### config.mk
export PLATFORM = sky130hd
export DESIGN_NAME = ambient_visual_adaptation_flat
export DESIGN_NICKNAME = d
export VERILOG_FILES = /design/src/hdl/ava_pkg.sv /design/src/hdl/ava_if.sv /design/src/hdl/ava_smul.sv /design/src/hdl/ava_sdiv.sv /design/src/hdl/ambient_visual_adaptation.sv /design/src/flat_wrapper.sv
export SDC_FILE = /design/constraint.sdc
export NUM_CORES = 2
export LEC_CHECK = 0
export ABC_AREA = 1
export BUFFER_PORTS_ARGS = -buffer_cell sky130_fd_sc_hd__buf_2
export CORE_ASPECT_RATIO = 1.4
export CORE_UTILIZATION = 49
export CTS_BUF_LIST = sky130_fd_sc_hd__clkbuf_2
export CTS_CLUSTER_DIAMETER = 120
export DETAILED_ROUTE_END_ITERATION = 12
export GPL_ROUTABILITY_DRIVEN = 0
export PLACE_DENSITY = 0.63
export SLEW_MARGIN = 20
export SYNTH_ARGS = -nofsm -noshare
export SYNTH_HDL_FRONTEND = slang
export SYNTH_HIERARCHICAL = 1
export SYNTH_SLANG_ARGS = --single-unit
### constraint.sdc
create_clock -name clk_i -period 8.5 [get_ports clk_i]
set_input_delay 0.425 -clock clk_i [delete_from_list [all_inputs] [get_ports clk_i]]
set_output_delay 0.425 -clock clk_i [all_outputs]
set_load 0.03 [all_outputs]
### src/hdl/ava_pkg.sv
// Shared constants, register indexes, result type and saturation helper of the visual adaptation block.
package ava_pkg;

  localparam int FRAC_BITS = 15;

  localparam logic [15:0] ONE      = 16'd32768;
  localparam logic [15:0] K_0_01   = 16'd328;
  localparam logic [15:0] K_0_02   = 16'd655;
  localparam logic [15:0] K_0_05   = 16'd1638;
  localparam logic [15:0] K_0_2    = 16'd6554;
  localparam logic [15:0] K_0_3    = 16'd9830;
  localparam logic [15:0] K_0_4    = 16'd13107;
  localparam logic [15:0] K_0_5    = 16'd16384;
  localparam logic [15:0] K_0_6    = 16'd19661;
  localparam logic [15:0] K_0_7    = 16'd22938;
  localparam logic [15:0] K_0_8    = 16'd26214;
  localparam logic [17:0] K_2_0    = 18'd65536;
  localparam logic [17:0] K_5_0    = 18'd163840;
  localparam logic [15:0] PERS_MIN  = 16'd5120;
  localparam logic [15:0] PERS_SPAN = 16'd15360;
  localparam logic [15:0] PERS_MAX  = 16'd32767;

  localparam logic [15:0] RECOVERY_RESET  = 16'd328;
  localparam logic [14:0] THRESHOLD_RESET = 15'd16384;

  localparam int CFG_IDX_W  = 8;
  localparam int CFG_DATA_W = 16;
  localparam logic [CFG_IDX_W-1:0] REG_RECOVERY  = 8'd0;
  localparam logic [CFG_IDX_W-1:0] REG_THRESHOLD = 8'd1;

  typedef struct packed {
    logic [15:0] dark_level;
    logic [15:0] luma_gain;
    logic [15:0] contrast_scale;
    logic [14:0] persistence_time;
    logic [14:0] bloom_level;
    logic [15:0] glare_level;
    logic [15:0] display_brightness;
    logic [15:0] brightness_gap;
    logic [15:0] focus_level;
    logic        raining;
    logic        effect_active;
  } ava_res_t;

  // Saturate a signed sum into [lo, hi].
  function automatic logic [15:0] sat16(input logic signed [23:0] v,
                                        input logic [15:0] lo, input logic [15:0] hi);
    logic [15:0] r;
    if (v < $signed({8'd0, lo})) r = lo;
    else if (v > $signed({8'd0, hi})) r = hi;
    else r = v[15:0];
    return r;
  endfunction

endpackage

### src/hdl/ava_if.sv
// Handshake channels of the visual adaptation block: input, result and configuration.
interface ava_in_if;
  logic        valid;
  logic        ready;
  logic [15:0] tick_time;
  logic [15:0] ambient_level;
  logic [15:0] rain_level;
  logic        bright_light;
  modport source (output valid, tick_time, ambient_level, rain_level, bright_light,
                  input ready);
  modport sink (input valid, tick_time, ambient_level, rain_level, bright_light,
                output ready);
endinterface

interface ava_out_if;
  logic        valid;
  logic        ready;
  logic [15:0] dark_level;
  logic [15:0] luma_gain;
  logic [15:0] contrast_scale;
  logic [14:0] persistence_time;
  logic [14:0] bloom_level;
  logic [15:0] glare_level;
  logic [15:0] display_brightness;
  logic [15:0] brightness_gap;
  logic [15:0] focus_level;
  logic        raining;
  logic        effect_active;
  modport source (output valid, dark_level, luma_gain, contrast_scale, persistence_time,
                  bloom_level, glare_level, display_brightness, brightness_gap, focus_level,
                  raining, effect_active, input ready);
  modport sink (input valid, dark_level, luma_gain, contrast_scale, persistence_time,
                bloom_level, glare_level, display_brightness, brightness_gap, focus_level,
                raining, effect_active, output ready);
endinterface

interface ava_cfg_if;
  logic        valid;
  logic        ready;
  logic [7:0]  index;
  logic [15:0] data;
  modport source (output valid, index, data, input ready);
  modport sink (input valid, index, data, output ready);
endinterface

### src/hdl/ava_smul.sv
// Bit-serial rounding multiplier: round(a*b / 2^sh), halves away from zero.
module ava_smul (
  input  logic               clk_i,
  input  logic               rst_ni,
  input  logic               start_i,
  input  logic signed [18:0] a_i,
  input  logic [17:0]        b_i,
  input  logic               sh16_i,
  output logic               done_o,
  output logic signed [22:0] res_o
);
  logic        busy_q, busy_d;
  logic [36:0] acc_q, acc_d;
  logic [36:0] a_q, a_d;
  logic [17:0] b_q, b_d;
  logic        neg_q, neg_d;
  logic        sh16_q, sh16_d;
  logic [18:0] mag;
  logic [21:0] shifted;

  assign mag = a_i[18] ? 19'(-a_i) : 19'(a_i);

  always_comb begin
    busy_d = busy_q;
    acc_d  = acc_q;
    a_d    = a_q;
    b_d    = b_q;
    neg_d  = neg_q;
    sh16_d = sh16_q;
    if (start_i) begin
      busy_d = 1'b1;
      a_d    = {18'd0, mag};
      b_d    = b_i;
      neg_d  = a_i[18];
      sh16_d = sh16_i;
      // preload the rounding half
      acc_d  = sh16_i ? 37'd32768 : 37'd16384;
    end else if (busy_q) begin
      if (b_q == '0) begin
        busy_d = 1'b0;
      end else begin
        if (b_q[0]) acc_d = acc_q + a_q;
        a_d = {a_q[35:0], 1'b0};
        b_d = {1'b0, b_q[17:1]};
      end
    end
  end

  always_ff @(posedge clk_i or negedge rst_ni) begin
    if (!rst_ni) begin
      busy_q <= 1'b0;
    end else begin
      busy_q <= busy_d;
    end
  end

  always_ff @(posedge clk_i) begin
    acc_q  <= acc_d;
    a_q    <= a_d;
    b_q    <= b_d;
    neg_q  <= neg_d;
    sh16_q <= sh16_d;
  end

  assign done_o  = busy_q && (b_q == '0);
  assign shifted = sh16_q ? {1'b0, acc_q[36:16]} : acc_q[36:15];
  assign res_o   = neg_q ? -$signed({1'b0, shifted}) : $signed({1'b0, shifted});
endmodule

### src/hdl/ava_sdiv.sv
// Restoring divider, one quotient bit per cycle: round((num << 15) / den), num < den.
module ava_sdiv (
  input  logic        clk_i,
  input  logic        rst_ni,
  input  logic        start_i,
  input  logic [15:0] num_i,
  input  logic [16:0] den_i,
  output logic        done_o,
  output logic [14:0] quo_o
);
  logic        busy_q, done_q;
  logic [3:0]  cnt_q;
  logic [16:0] rem_q;
  logic [16:0] den_q;
  logic [14:0] low_q;
  logic [14:0] quo_q;
  logic [17:0] trial;
  logic        fits;

  // shift in the bits of den/2, the rounding term under the dividend
  assign trial = {rem_q, low_q[14]};
  assign fits  = trial >= {1'b0, den_q};

  always_ff @(posedge clk_i or negedge rst_ni) begin
    if (!rst_ni) begin
      busy_q <= 1'b0;
      done_q <= 1'b0;
      cnt_q  <= '0;
    end else begin
      done_q <= 1'b0;
      if (start_i) begin
        busy_q <= 1'b1;
        cnt_q  <= 4'd14;
      end else if (busy_q) begin
        cnt_q <= cnt_q - 4'd1;
        if (cnt_q == '0) begin
          busy_q <= 1'b0;
          done_q <= 1'b1;
        end
      end
    end
  end

  always_ff @(posedge clk_i) begin
    if (start_i) begin
      rem_q <= {1'b0, num_i};
      den_q <= den_i;
      low_q <= den_i[15:1];
      quo_q <= '0;
    end else if (busy_q) begin
      rem_q <= fits ? 17'(trial - {1'b0, den_q}) : trial[16:0];
      low_q <= {low_q[13:0], 1'b0};
      quo_q <= {quo_q[13:0], fits};
    end
  end

  assign done_o = done_q;
  assign quo_o  = quo_q;
endmodule

### src/hdl/ambient_visual_adaptation.sv
// Top level of the ambient visual adaptation block: sequencer, state and result register.
//
// Channels: in_i takes one tick (tick_time, ambient_level, rain_level, bright_light);
// out_o returns one result item per tick; cfg_i writes fatigue_recovery (index 0)
// and the fatigue onset level (index 1), other indexes are dropped. cfg_i is always
// ready and must only be written while the block is idle.
// Sequence: twenty-one products run one after another through one bit-serial
// multiplier that retires one multiplier bit per cycle, and the contrast reduction
// adds a restoring division of 15 quotient bits when fatigue is above the onset
// level but below full scale.
// Throughput: one tick at a time; in_i.ready is high only while the sequencer idles.
// A finished result waits in the output register, so the next tick may be taken
// while the receiver stalls; a second result waits until the first is taken.
// Reset: all tracking states return to their rest values (persistence 20 ms,
// brightness 0.05) and both configuration registers to their defaults.
module ambient_visual_adaptation (
  input  logic clk_i,
  input  logic rst_ni,
  ava_in_if.sink    in_i,
  ava_out_if.source out_o,
  ava_cfg_if.sink   cfg_i
);
  import ava_pkg::*;

  localparam logic [2:0] S_IDLE  = 3'd0;
  localparam logic [2:0] S_ISSUE = 3'd1;
  localparam logic [2:0] S_WAIT  = 3'd2;
  localparam logic [2:0] S_DIV   = 3'd3;
  localparam logic [2:0] S_DIVW  = 3'd4;
  localparam logic [2:0] S_FIN   = 3'd5;

  localparam logic [4:0] PC_D1 = 5'd0;
  localparam logic [4:0] PC_D2 = 5'd1;
  localparam logic [4:0] PC_B1 = 5'd2;
  localparam logic [4:0] PC_B2 = 5'd3;
  localparam logic [4:0] PC_BA = 5'd4;
  localparam logic [4:0] PC_N1 = 5'd5;
  localparam logic [4:0] PC_G1 = 5'd6;
  localparam logic [4:0] PC_G2 = 5'd7;
  localparam logic [4:0] PC_P0 = 5'd8;
  localparam logic [4:0] PC_P1 = 5'd9;
  localparam logic [4:0] PC_P2 = 5'd10;
  localparam logic [4:0] PC_P3 = 5'd11;
  localparam logic [4:0] PC_R0 = 5'd12;
  localparam logic [4:0] PC_R1 = 5'd13;
  localparam logic [4:0] PC_R2 = 5'd14;
  localparam logic [4:0] PC_R3 = 5'd15;
  localparam logic [4:0] PC_F1 = 5'd16;
  localparam logic [4:0] PC_F2 = 5'd17;
  localparam logic [4:0] PC_A1 = 5'd18;
  localparam logic [4:0] PC_A2 = 5'd19;
  localparam logic [4:0] PC_L1 = 5'd20;

  logic [2:0]  state_q;
  logic [4:0]  pc_q;
  logic [15:0] rec_q;
  logic [14:0] thr_q;
  logic [15:0] dt_q, amb_q, rain_q;
  logic        bright_q;
  logic [15:0] dark_q, exp_q, bst_q, fat_q, foc_q;
  logic [14:0] pers_q;
  logic signed [18:0] t_q;
  logic [15:0] night_q, glare_q, bt_q, lum_q;
  logic [14:0] bamt_q, cred_q;
  ava_res_t    res_q;
  logic        ovalid_q;

  logic               mul_start, mul_done, mul_sh16;
  logic signed [18:0] mul_a;
  logic [17:0]        mul_b;
  logic signed [22:0] mul_r;
  logic signed [23:0] r24;
  logic               div_start, div_done;
  logic [14:0]        div_quo;
  logic [15:0]        dtarget, atarget, fdiff, gap;
  logic [16:0]        fden;
  logic               amb_hi, fat_over, load_out, active;
  ava_res_t           res_d;

  function automatic logic signed [18:0] d19(input logic [15:0] x, input logic [15:0] y);
    return $signed({3'd0, x}) - $signed({3'd0, y});
  endfunction

  function automatic logic signed [18:0] u19(input logic [15:0] x);
    return $signed({3'd0, x});
  endfunction

  assign dtarget = ONE - amb_q;
  assign amb_hi  = amb_q > K_0_3;
  assign r24     = {mul_r[22], mul_r};

  always_comb begin
    atarget = K_0_3;
    if (amb_q < K_0_2) atarget = K_0_7;
    if (rain_q > K_0_3) atarget = K_0_6;
  end

  // operand select for each step of the program
  always_comb begin
    mul_a    = '0;
    mul_b    = '0;
    mul_sh16 = 1'b0;
    case (pc_q)
      PC_D1: begin
        mul_a = d19(dtarget, dark_q);
        mul_b = {2'd0, (dtarget > dark_q) ? K_0_8 : K_0_3};
      end
      PC_B1: begin
        mul_a = bright_q ? d19(ONE, exp_q) : 19'sd0;
        mul_b = K_5_0;
      end
      PC_B2: begin
        mul_a    = bright_q ? t_q : $signed({1'b0, K_2_0});
        mul_b    = {2'd0, dt_q};
        mul_sh16 = 1'b1;
      end
      PC_BA: begin mul_a = u19(exp_q);  mul_b = {2'd0, K_0_6}; end
      PC_N1: begin mul_a = u19(dark_q); mul_b = {2'd0, K_0_5}; end
      PC_G1: begin mul_a = u19(rain_q); mul_b = {2'd0, K_0_3}; end
      PC_G2: begin mul_a = t_q;         mul_b = {2'd0, night_q}; end
      PC_P0: begin mul_a = u19(dark_q); mul_b = {2'd0, K_0_6}; end
      PC_P1: begin mul_a = u19(PERS_SPAN); mul_b = t_q[17:0]; end
      PC_P2: begin
        mul_a = t_q - $signed({4'd0, pers_q});
        mul_b = {2'd0, K_0_8};
      end
      PC_R0: begin mul_a = u19(amb_q); mul_b = {2'd0, K_0_7}; end
      PC_R1: begin mul_a = u19(K_0_4); mul_b = {2'd0, night_q}; end
      PC_R2: begin mul_a = d19(bt_q, bst_q); mul_b = t_q[17:0]; end
      PC_F1: begin
        mul_a = amb_hi ? u19(K_0_02) : u19(rec_q);
        mul_b = {2'd0, amb_hi ? amb_q : dtarget};
      end
      PC_A1: begin mul_a = d19(atarget, foc_q); mul_b = {2'd0, K_0_5}; end
      PC_L1: begin mul_a = u19(dark_q); mul_b = {2'd0, K_0_3}; end
      PC_D2, PC_P3, PC_R3, PC_F2, PC_A2: begin
        mul_a    = t_q;
        mul_b    = {2'd0, dt_q};
        mul_sh16 = 1'b1;
      end
      default: begin
        mul_a = '0;
      end
    endcase
  end

  ava_smul u_mul (
    .clk_i   (clk_i),
    .rst_ni  (rst_ni),
    .start_i (mul_start),
    .a_i     (mul_a),
    .b_i     (mul_b),
    .sh16_i  (mul_sh16),
    .done_o  (mul_done),
    .res_o   (mul_r)
  );

  assign fat_over = fat_q > {1'b0, thr_q};
  assign fdiff    = fat_q - {1'b0, thr_q};
  assign fden     = {1'b0, ONE} - {2'd0, thr_q};

  ava_sdiv u_div (
    .clk_i   (clk_i),
    .rst_ni  (rst_ni),
    .start_i (div_start),
    .num_i   (fdiff),
    .den_i   (fden),
    .done_o  (div_done),
    .quo_o   (div_quo)
  );

  assign mul_start = (state_q == S_ISSUE);
  assign div_start = (state_q == S_DIV);
  assign in_i.ready = (state_q == S_IDLE);
  assign cfg_i.ready = 1'b1;
  assign load_out = (state_q == S_FIN) && (!ovalid_q || out_o.ready);

  assign gap    = (bt_q > bst_q) ? bt_q - bst_q : bst_q - bt_q;
  assign active = (dark_q > K_0_05) || (bamt_q > K_0_01[14:0]) || (glare_q > K_0_01) ||
                  (cred_q > K_0_01[14:0]) || (gap > K_0_05);

  always_comb begin
    res_d.dark_level         = dark_q;
    res_d.luma_gain          = lum_q;
    res_d.contrast_scale     = ONE - {1'b0, cred_q};
    res_d.persistence_time   = pers_q;
    res_d.bloom_level        = bamt_q;
    res_d.glare_level        = glare_q;
    res_d.display_brightness = bst_q;
    res_d.brightness_gap     = gap;
    res_d.focus_level        = foc_q;
    res_d.raining            = rain_q > K_0_05;
    res_d.effect_active      = active;
  end

  // sequencer, configuration, tracking states and output valid flag
  always_ff @(posedge clk_i or negedge rst_ni) begin
    if (!rst_ni) begin
      state_q  <= S_IDLE;
      pc_q     <= PC_D1;
      ovalid_q <= 1'b0;
      rec_q    <= RECOVERY_RESET;
      thr_q    <= THRESHOLD_RESET;
      dark_q   <= '0;
      exp_q    <= '0;
      pers_q   <= PERS_MIN[14:0];
      bst_q    <= K_0_05;
      fat_q    <= '0;
      foc_q    <= '0;
    end else begin
      if (cfg_i.valid) begin
        if (cfg_i.index == REG_RECOVERY) rec_q <= cfg_i.data;
        else if (cfg_i.index == REG_THRESHOLD) thr_q <= cfg_i.data[14:0];
      end
      if (load_out) ovalid_q <= 1'b1;
      else if (out_o.ready) ovalid_q <= 1'b0;

      unique case (state_q)
        S_IDLE: begin
          if (in_i.valid) begin
            pc_q    <= PC_D1;
            state_q <= S_ISSUE;
          end
        end
        S_ISSUE: begin
          state_q <= S_WAIT;
        end
        S_WAIT: begin
          if (mul_done) begin
            case (pc_q)
              PC_D2: dark_q <= sat16({8'd0, dark_q} + r24, '0, ONE);
              PC_B2: begin
                if (bright_q) exp_q <= sat16({8'd0, exp_q} + r24, '0, ONE);
                else if (exp_q > K_0_01) exp_q <= sat16({8'd0, exp_q} - r24, '0, ONE);
              end
              PC_P3: pers_q <= 15'(sat16({9'd0, pers_q} + r24, '0, PERS_MAX));
              PC_R3: bst_q  <= sat16({8'd0, bst_q} + r24, K_0_05, ONE);
              PC_F2: begin
                if (amb_hi) fat_q <= sat16({8'd0, fat_q} + r24, '0, ONE);
                else fat_q <= sat16({8'd0, fat_q} - r24, '0, ONE);
              end
              PC_A2: foc_q <= sat16({8'd0, foc_q} + r24, '0, ONE);
              default: begin
              end
            endcase
            if (pc_q == PC_L1) begin
              state_q <= (fat_over && fat_q != ONE) ? S_DIV : S_FIN;
            end else begin
              pc_q    <= pc_q + 5'd1;
              state_q <= S_ISSUE;
            end
          end
        end
        S_DIV: begin
          state_q <= S_DIVW;
        end
        S_DIVW: begin
          if (div_done) state_q <= S_FIN;
        end
        S_FIN: begin
          if (load_out) state_q <= S_IDLE;
        end
        default: begin
          state_q <= S_IDLE;
        end
      endcase
    end
  end

  // datapath registers without reset
  always_ff @(posedge clk_i) begin
    if (state_q == S_IDLE && in_i.valid) begin
      dt_q     <= in_i.tick_time;
      amb_q    <= (in_i.ambient_level > ONE) ? ONE : in_i.ambient_level;
      rain_q   <= (in_i.rain_level > ONE) ? ONE : in_i.rain_level;
      bright_q <= in_i.bright_light;
    end
    if (state_q == S_WAIT && mul_done) begin
      case (pc_q)
        PC_BA: bamt_q  <= mul_r[14:0];
        PC_N1: night_q <= ONE + mul_r[15:0];
        PC_G2: glare_q <= sat16(r24, '0, ONE);
        PC_P1: t_q     <= 19'(mul_r) + u19(PERS_MIN);
        PC_R0: bt_q    <= K_0_3 + mul_r[15:0];
        PC_L1: begin
          lum_q  <= ONE + mul_r[15:0];
          cred_q <= fat_over ? K_0_3[14:0] : '0;
        end
        PC_D1, PC_B1, PC_G1, PC_P0, PC_P2, PC_R1, PC_R2, PC_F1, PC_A1: t_q <= 19'(mul_r);
        default: begin
        end
      endcase
    end
    if (state_q == S_DIVW && div_done) begin
      cred_q <= (div_quo > K_0_3[14:0]) ? K_0_3[14:0] : div_quo;
    end
    if (load_out) res_q <= res_d;
  end

  assign out_o.valid              = ovalid_q;
  assign out_o.dark_level         = res_q.dark_level;
  assign out_o.luma_gain          = res_q.luma_gain;
  assign out_o.contrast_scale     = res_q.contrast_scale;
  assign out_o.persistence_time   = res_q.persistence_time;
  assign out_o.bloom_level        = res_q.bloom_level;
  assign out_o.glare_level        = res_q.glare_level;
  assign out_o.display_brightness = res_q.display_brightness;
  assign out_o.brightness_gap     = res_q.brightness_gap;
  assign out_o.focus_level        = res_q.focus_level;
  assign out_o.raining            = res_q.raining;
  assign out_o.effect_active      = res_q.effect_active;
endmodule

### src/flat_wrapper.sv
// flat-port wrapper written by rule: the top's interface ports become plain ports
module ambient_visual_adaptation_flat import ava_pkg::*;
  (clk_i, rst_ni, in_i_valid, in_i_tick_time, in_i_ambient_level, in_i_rain_level, in_i_bright_light, in_i_ready, out_o_valid, out_o_dark_level, out_o_luma_gain, out_o_contrast_scale, out_o_persistence_time, out_o_bloom_level, out_o_glare_level, out_o_display_brightness, out_o_brightness_gap, out_o_focus_level, out_o_raining, out_o_effect_active, out_o_ready, cfg_i_valid, cfg_i_index, cfg_i_data, cfg_i_ready);
  ava_in_if in_i_i ();
  ava_out_if out_o_i ();
  ava_cfg_if cfg_i_i ();
  input  logic clk_i;
  input  logic rst_ni;
  input wire logic [$bits(in_i_i.valid)-1:0] in_i_valid;
  input wire logic [$bits(in_i_i.tick_time)-1:0] in_i_tick_time;
  input wire logic [$bits(in_i_i.ambient_level)-1:0] in_i_ambient_level;
  input wire logic [$bits(in_i_i.rain_level)-1:0] in_i_rain_level;
  input wire logic [$bits(in_i_i.bright_light)-1:0] in_i_bright_light;
  output wire logic [$bits(in_i_i.ready)-1:0] in_i_ready;
  output wire logic [$bits(out_o_i.valid)-1:0] out_o_valid;
  output wire logic [$bits(out_o_i.dark_level)-1:0] out_o_dark_level;
  output wire logic [$bits(out_o_i.luma_gain)-1:0] out_o_luma_gain;
  output wire logic [$bits(out_o_i.contrast_scale)-1:0] out_o_contrast_scale;
  output wire logic [$bits(out_o_i.persistence_time)-1:0] out_o_persistence_time;
  output wire logic [$bits(out_o_i.bloom_level)-1:0] out_o_bloom_level;
  output wire logic [$bits(out_o_i.glare_level)-1:0] out_o_glare_level;
  output wire logic [$bits(out_o_i.display_brightness)-1:0] out_o_display_brightness;
  output wire logic [$bits(out_o_i.brightness_gap)-1:0] out_o_brightness_gap;
  output wire logic [$bits(out_o_i.focus_level)-1:0] out_o_focus_level;
  output wire logic [$bits(out_o_i.raining)-1:0] out_o_raining;
  output wire logic [$bits(out_o_i.effect_active)-1:0] out_o_effect_active;
  input wire logic [$bits(out_o_i.ready)-1:0] out_o_ready;
  input wire logic [$bits(cfg_i_i.valid)-1:0] cfg_i_valid;
  input wire logic [$bits(cfg_i_i.index)-1:0] cfg_i_index;
  input wire logic [$bits(cfg_i_i.data)-1:0] cfg_i_data;
  output wire logic [$bits(cfg_i_i.ready)-1:0] cfg_i_ready;
  assign in_i_i.valid = in_i_valid;
  assign in_i_i.tick_time = in_i_tick_time;
  assign in_i_i.ambient_level = in_i_ambient_level;
  assign in_i_i.rain_level = in_i_rain_level;
  assign in_i_i.bright_light = in_i_bright_light;
  assign in_i_ready = in_i_i.ready;
  assign out_o_valid = out_o_i.valid;
  assign out_o_dark_level = out_o_i.dark_level;
  assign out_o_luma_gain = out_o_i.luma_gain;
  assign out_o_contrast_scale = out_o_i.contrast_scale;
  assign out_o_persistence_time = out_o_i.persistence_time;
  assign out_o_bloom_level = out_o_i.bloom_level;
  assign out_o_glare_level = out_o_i.glare_level;
  assign out_o_display_brightness = out_o_i.display_brightness;
  assign out_o_brightness_gap = out_o_i.brightness_gap;
  assign out_o_focus_level = out_o_i.focus_level;
  assign out_o_raining = out_o_i.raining;
  assign out_o_effect_active = out_o_i.effect_active;
  assign out_o_i.ready = out_o_ready;
  assign cfg_i_i.valid = cfg_i_valid;
  assign cfg_i_i.index = cfg_i_index;
  assign cfg_i_i.data = cfg_i_data;
  assign cfg_i_ready = cfg_i_i.ready;
  ambient_visual_adaptation u_core (.clk_i(clk_i), .rst_ni(rst_ni), .in_i(in_i_i), .out_o(out_o_i), .cfg_i(cfg_i_i));
endmodule
### Word level (Yosys, flattened, before mapping)

Cells that the tools add are included.

| operators by class | value |
|---|---|
| add/subtract/negate cells | 28 |
| $lt $le $gt $ge | 35 |
| eq/ne operators | 33 |
| mux-type cells | 80 |
| bitwise gates (word level) | 2 |
| reduce and logical (&&, ||, !) cells | 56 |

Operators by type and width:

| cell | count |
|---|---|
| $mux W16 | 25 |
| $pmux W19 S14 | 1 |
| $pmux W18 S11 | 1 |
| $gt A24 B17 Y1 const B | 7 |
| $lt A24 B1 Y1 const B | 7 |
| $mux W15 | 10 |
| $mux W37 | 4 |
| $add A17 B23 Y24 | 5 |
| $mux W19 | 6 |
| $mux W18 | 3 |
| $sub A16 B16 Y17 | 3 |
| $gt A16 B11 Y1 const B | 3 |
| $sub A17 B23 Y24 | 2 |
| $eq A5 B4 Y1 const B | 8 |
| $pmux W19 S2 | 1 |
| $add A37 B37 Y37 | 1 |
| $gt A16 B14 Y1 const B | 2 |
| $gt A16 B16 Y1 | 2 |
| $gt A16 B16 Y1 const B | 2 |
| $gt A16 B9 Y1 const B | 2 |
| $sub A16 B16 Y16 | 2 |
| $gt A15 B9 Y1 const B | 2 |
| $eq A5 B5 Y1 const B | 5 |
| $add A16 B23 Y24 | 1 |
| 59 further kinds | 129 |

| storage, ports and cells | value |
|---|---|
| register bits after elaboration | 606 |
| input port bits | 78 |
| word-level logic and storage cells | 283 |

### Logic depth before layout (Yosys ltp)

| logic depth | value |
|---|---|
| depth after elaboration | 9 |
| gate-level depth with buffers | 35 |

### Hierarchy

Netlist, hierarchy kept.

Modules (own cells, without submodules):

| module | times used | cells each | area an instance (um2) | seq. area each (um2) |
|---|---|---|---|---|
| ambient_visual_adaptation | 1 | 5053 | 35597.9 | 12582.1 |
| ava_smul | 1 | 1136 | 7599.8 | 2667.6 |
| ava_sdiv | 1 | 502 | 4043.9 | 1911.8 |

### Worst setup path before layout

Ideal clock, no wire load.

| timing path | value |
|---|---|
| kind | reg2reg |
| start | register u_core.state_q[1] |
| end | register u_core.res_q (netlist bit u_core/out_o.bloom_level[0]), enable pin |
| setup time | 0.651 ns |
| arrival time | 6.699 ns |
| path slack | 1.150 ns |
| stages on the path, launching flop included | 6 |
| buffers on the path | 0 |
| period minus slack after synthesis | 7.350 ns |
| cell sequence | dfrtp_1 -> inv_1 -> nand2_1 -> nor2_1 -> inv_1 -> nor2_1 |

| on the way | value |
|---|---|
| word-level cells in the longest chain between the ends | 2 |

Ends and longest elaborated chain:

| element | RTL line | RTL |
|---|---|---|
| from (decl) | ambient_visual_adaptation.sv:54 | `logic [2:0] state_q;` |
| from (signal assigned) | ambient_visual_adaptation.sv:247 | `state_q <= (fat_over && fat_q != ONE) ? S_DIV : S_FIN;` |
| $eq A3 B3 Y1 | ambient_visual_adaptation.sv:176 | `assign load_out = (state_q == S_FIN) && (!ovalid_q \|\| out_o.ready);` |
| $logic_and A1 B1 Y1 | ambient_visual_adaptation.sv:176 |  |
| via u_core.load_out | ambient_visual_adaptation.sv:77 | `logic amb_hi, fat_over, load_out, active;` |
| to (signal assigned) | ambient_visual_adaptation.sv:297 | `if (load_out) res_q <= res_d;` |
| to (decl) | ambient_visual_adaptation.sv:65 | `ava_res_t res_q;` |

The timed path passes the listed nets, and every way through them passes these cells.
A chain may end at the register's enable or synchronous reset.

### Worst setup path in the final report

| timing path | value |
|---|---|
| start | register u_core.u_mul.sh16_q |
| end | register u_core.exp_q[7] |

| on the way | value |
|---|---|
| word-level cells in the longest chain between the ends | 9 |
| elaborated cells on any way between the ends | 15 |
| those cells by class | add/sub: 3; order compare: 4; mux: 8 |

Ends and longest elaborated chain:

| element | RTL line | RTL |
|---|---|---|
| from (decl) | ava_smul.sv:17 | `logic sh16_q, sh16_d;` |
| from (signal assigned) | ava_smul.sv:62 | `sh16_q <= sh16_d;` |
| $mux W22 * | ava_smul.sv:66 | `assign shifted = sh16_q ? {1'b0, acc_q[36:16]} : acc_q[36:15];` |
| $neg A22 Y23 | ava_smul.sv:67 | `assign res_o = neg_q ? -$signed({1'b0, shifted}) : $signed({1'b0, shifted});` |
| $mux W23 * | ava_smul.sv:67 |  |
| via u_core.mul_r[15] | ambient_visual_adaptation.sv:71 | `logic signed [22:0] mul_r;` |
| $sub A17 B23 Y24 | ambient_visual_adaptation.sv:234 | `else if (exp_q > K_0_01) exp_q <= sat16({8'd0, exp_q} - r24, '0, ONE);` |
| $gt A24 B17 Y1 | ava_pkg.sv:50 | `else if (v > $signed({8'd0, hi})) r = hi;` |
| $mux W16 | ava_pkg.sv:50 |  |
| $mux W16 | ava_pkg.sv:49 | `if (v < $signed({8'd0, lo})) r = lo;` |
| $mux W16 | ambient_visual_adaptation.sv:234 |  |
| $mux W16 * | ambient_visual_adaptation.sv:233 | `if (bright_q) exp_q <= sat16({8'd0, exp_q} + r24, '0, ONE);` |
| to (signal assigned) | ambient_visual_adaptation.sv:233 |  |
| to (signal assigned) | ambient_visual_adaptation.sv:234 |  |
| to (decl) | ambient_visual_adaptation.sv:60 | `logic [15:0] dark_q, exp_q, bst_q, fat_q, foc_q;` |

Mark *: on every way through the listed nets, which the timed path passes. The rest lies on a longest branch. The select of a mux whose other input is x is not followed.

==> results.md <==
Finish:
- In the layout the commonest cells are sky130_fd_sc_hd__nand2_1, sky130_fd_sc_hd__inv_1, sky130_fd_sc_hd__nor2_1.
- The ratio of cells with drive above 1 in the final layout is 9.20%.
- The area of all placed cells without fillers is approximately 53,000 sq um.
- Leaving out fill and tap cells, the most frequent cell in the layout is sky130_fd_sc_hd__nand2_1.
- The layout net count is 7,554.
- Relative to the synthesized area, the layout overhead comes to 12.3%.
- The filler cells instantiated in the layout total 9,353.

CTS:
- The clock passes through at most 3 buffers.
- The number of clock buffers added by TritonCTS is between 150 and 200.
- The clock-pin slew of the registers on the worst-case setup and hold paths is around 0.11 ns.
- The clock network latency to the later pin of the worst-skew pair is around 1.5 ns.
- CTS placed an instance of sky130_fd_sc_hd__clkbuf_2 at the clock tree root.
- The count of clock tree sinks is slightly above 600.
- Post-CTS timing repair inserted 0 buffers for setup.
- The clock tree from TritonCTS is yes.
- The H-tree was split into 4 levels.

Placed design:
- In this run the tool buffered the top-level ports with 223 buffer cells.
- Once detailed placement completed, the half-perimeter wirelength came to about 140,000 um.
- OpenSTA, run right after detailed placement, puts the worst setup slack at around 2.0 ns.
- The placed instances occupy a cell area of between 40,000 and 50,000 sq um.

STA:
- The worst pin sits at a relative slew slack of between 20% and 30%.
- The total of endpoints with negative setup slack in the final report is 0.
- The total count of hold-check failures in the final report is 0.
- The tightest hold path in the finished design has a slack of approximately 0.19 ns.
- The number of pins exceeding their max-slew limit in the final report is 0.
- After routing, the total negative slack on setup checks comes to 0 ns.
- The peak clock frequency supported by timing is 149 MHz.
- The least setup slack across all paths after layout is 1.78 ns.
- The final critical-path required period is around 6.7 ns.
- The share of the cycle needed by the critical path after routing is 79.1%.
- The final worst clock skew is ~0.11 ns.
- At the pin with the least slew margin, the transition time is 1.14 ns.
- Setup repair after global routing left no endpoint under its margin.

Global routing:
- Across every metal layer, demand over resource in global routing totals a little under two fifths.
- The layer carrying the most global-route usage is met2.
- The total grt overflow is 0.
- The number of global-route vias before repair is 46,300.
- The maximum number of pins on one net before global-route repair is around 150.
- The number of antenna violations at the first check in global routing is 18.
- Global routing used under 10% of the available met3 tracks.
- The global-route track usage on met2 is between 50% and 60%.
- In the global route stage, met1 resource usage came out at 40.3%.
- The first global-routing pass estimated ~270,000 um of wire.

Floorplanning:
- The core area is between 90,000 and 100,000 sq um.
- The area enclosed by the die boundary is a little under 100,000 sq um.
- Once the floorplan was initialized, standard cells occupied between 40 and 50% of the core.
- 225 I/O pins were placed.
- The site row count is 134.
- The chip height is ~370 um.
- The horizontal die dimension is between 200 and 300 um.

Yosys:
- The synthesized netlist devotes under 10% of its cell area to XOR and XNOR gates.
- The synthesized netlist devotes around a tenth of its cell area to compound gates.
- The primary flip-flop cell chosen by synthesis mapping is sky130_fd_sc_hd__edfxtp_1.
- In this run, distinct cell masters in the synthesized netlist total slightly below 80.
- The proportion of register bits with asynchronous set or reset after synthesis is 23.4%.
- The post-synthesis instance area is 47,200 sq um.
- In the synthesized netlist, mux cells make up less than 1% of the area.
- By area, the combinational part of the netlist is dominated by simple AND/OR/NAND/NOR gates.
- Yosys printed 6 warnings.
- The post-synthesis share of cell area spent on and, or, nand and nor gates is between 30% and 40%.
- Yosys attributes the largest share of cell area to sky130_fd_sc_hd__edfxtp_1, sky130_fd_sc_hd__nand2_1, sky130_fd_sc_hd__inv_1.
- Counting flops and latches in the post-synthesis netlist gives 606.
- The biggest area contributor in the post-synthesis netlist is sky130_fd_sc_hd__edfxtp_1.
- The number of enable-type register cells in the synthesized netlist is 430.
- The gate count of the mapped netlist is 6,691.
- Summing the sequential cell areas from Yosys gives around 36% of the chip area.
- The post-synthesis average cell area is about 7.1 sq um.
- The area share of the largest cell type after synthesis is between 20% and 30%.
- The synthesized netlist devotes slightly above 8% of its cell area to adder and majority cells.

Pwr:
- The peak ir drop on the vdd network is about 0.39 mV.
- The share of power burned in the clock network is between 10% and 20%.
- The post-layout total power is between 15 and 20 mW.
- The switching fraction of total power is approximately 57%.
- For this design the total switching power over the nets is about 11 mW.
- Of the total power, combinational logic draws approximately two thirds.
- The sequential cell fraction of total power is approximately 23%.
- The internal power is 8.50 mW.
- The analysis attributes to cell leakage a power of roughly 27 nW.
- The power density of the placed cells is between 300 and 400 nW/um^2.

Detailed routing:
- The via density per instance is ~5.7.
- For this block, the via count after detailed routing is about 48,000.
- After the first detailed-routing iteration, the DRC count stood at approximately 4,900.
- For this run, design rule violations remaining after detail routing come to 0.
- The final layout contains routed wiring with a total length of ~180,000 um.
- Once detail routing completed, the nets flagged for antenna violations numbered 0.
- The first TritonRoute pass finished after 6 iterations.
- The post-detailed-route wirelength per cell is approximately 21 um.

Setup path:
- The cell family contributing the most delay on the critical path is simple AND/OR/NAND/NOR gates.
- Traced cell by cell, the critical path runs through inv_2 -> o21ai_0 -> nor2_1 -> nand3_1 -> nor2_2 -> nand3_1 -> nand2_1 -> xnor2_2 -> buf_4 -> clkinv_1 -> ha_1 -> inv_1 -> nor2_1 -> nand2_1 -> nor2_1 -> nand3_1 -> nand4_1 -> nand2_1 -> nor3_1 -> nand4_1 -> o21ai_0 -> nor2_1 -> nor2_1.
- The worst setup path is launched from a flop.
- In this design, the critical path's most frequently occurring cell is sky130_fd_sc_hd__nor2_1.
- The maximum cell stage delay along the critical path is 0.98 ns.
- The cell with the largest stage delay on the worst path is sky130_fd_sc_hd__edfxtp_1.
- The highest net fanout along the worst path is 30.
- The number of buffers and inverters on the critical path is 4.
- The critical path in this run is classified as flop to flop.
- The required arrival time at the worst endpoint is 9.90 ns.
- The capturing element type of the critical path is a flop.
- The worst path arrival time is about 8 ns.

Run status:
- The run finished with clean final reports.

Run:
- The total of max-cap violations is 0.

Worst hold path:
- The path class of the tightest hold or removal check is input pin to flop.
logic make-up (layout without fill, tap and decap cells):
group           count (synthesis)  count (layout)
fa+ha+maj                     304             304
xor+xnor                      194             194
mux                             3               3
simple gates                 3571            3571
compound gates                864             864
buf+inv                      1147            1752
flops                         606             606
other cells                     2              18
power groups by stage:
stage | combinational (mW) | clock [mW] | sequential, mW
after global placement | 12.6 | 0 | 4.68
after floorplan | 8.44 | 0 | 4.64
final | 13.2 | 2.08 | 4.64
after CTS | 12.8 | 2.14 | 4.62
after detailed placement | 12.7 | 0 | 4.69
after global routing | 14.3 | 2.28 | 4.69
tightest hold or removal path: stages:
cell and delay [ns]:
sky130_fd_sc_hd__dlygate4sd3_1 0.52, sky130_fd_sc_hd__buf_2 0.09, sky130_fd_sc_hd__dlygate4sd3_1 0.53
area by class of cell:
cell class | count | area (sq um) | area share (%)
diodes | 15 | 37.5 | 0.0707
clock buffers | 218 | 1090 | 2.06
clock inverters | 62 | 347 | 0.653
inverters | 1010 | 3790 | 7.14
multi-input cells | 4939 | 25700 | 48.4
flip-flops and latches | 606 | 17200 | 32.3
well taps | 1224 | 1530 | 2.89
repair buffers | 462 | 3410 | 6.43
layer usage:
| layer | up-vias | wire (um) |
|---|---|---|
| li1 | 22900 | - |
| met1 | 22100 | 64900 |
| met2 | 2389 | 83100 |
| met3 | 862 | 16200 |
| met4 | 16 | 18100 |
| met5 | - | 106 |
final timing paths:
check                                    start  slack [ns]                          to  cells after the start
max                        u_core/u_mul/sh16_q        1.78             u_core/exp_q[7]                     23
min                         in_i_tick_time[10]        0.19             u_core/dt_q[10]                      3
max reg2reg                u_core/u_mul/sh16_q        1.78             u_core/exp_q[7]                     23
min reg2reg                   u_core/lum_q[14]        0.43  u_core/out_o.luma_gain[14]                      0
max in group asynchronous               rst_ni        6.96           u_core/dark_q[15]                      5
min in group asynchronous               rst_ni        0.69           u_core/pers_q[12]                      4
synth_stat cells, types with 16 or more instances:
cell and number:
sky130_fd_sc_hd__clkbuf_1 69, sky130_fd_sc_hd__nand3b_1 36, sky130_fd_sc_hd__xnor2_1 52, sky130_fd_sc_hd__o21ai_0 301, sky130_fd_sc_hd__nor2_2 17, sky130_fd_sc_hd__xor2_1 142, sky130_fd_sc_hd__nor4_1 26, sky130_fd_sc_hd__a221oi_1 19
sky130_fd_sc_hd__nand2_2 18, sky130_fd_sc_hd__a21oi_1 330, sky130_fd_sc_hd__dfxtp_1 34, sky130_fd_sc_hd__o21bai_1 19, sky130_fd_sc_hd__nand3_1 461, sky130_fd_sc_hd__nand2_1 1996, sky130_fd_sc_hd__nor3_1 71, sky130_fd_sc_hd__buf_2 30
sky130_fd_sc_hd__buf_4 16, sky130_fd_sc_hd__inv_2 16, sky130_fd_sc_hd__or2_2 17, sky130_fd_sc_hd__dfrtp_1 130, sky130_fd_sc_hd__inv_1 988, sky130_fd_sc_hd__edfxtp_1 430, sky130_fd_sc_hd__o21ai_2 17, sky130_fd_sc_hd__a31oi_1 23
sky130_fd_sc_hd__o22ai_1 22, sky130_fd_sc_hd__fa_1 16, sky130_fd_sc_hd__nor2_1 773, sky130_fd_sc_hd__o211ai_1 22, sky130_fd_sc_hd__ha_1 288, sky130_fd_sc_hd__nand4_1 112, sky130_fd_sc_hd__a21o_1 24
repair_timing:
action	4_1_cts	5_1_grt
endpoints found under the setup margin	0	0
hold buffers	187	0
resized for setup	0	0
hold endpoints to repair	369	0
state kept, by name, indices dropped and copies added (netlist names), 17 cells and up:
name                count
u_core/t_q             19
u_core/u_mul/acc_q     37
u_core/u_mul/b_q       18
u_core/u_div/rem_q     17
u_core/u_mul/a_q       37
u_core/u_div/den_q     17
through the flow:
stage | util (%) | std cells
3_5_place_dp | 52.1 | 8054
2_1_floorplan | - | 6692
5_1_grt | 55.6 | 8528
3_3_place_gp | 52.1 | 8054
4_1_cts | 55.6 | 8521
6_report | 55.6 | 8536
No activity file was read; power rests on OpenSTA's default activity.
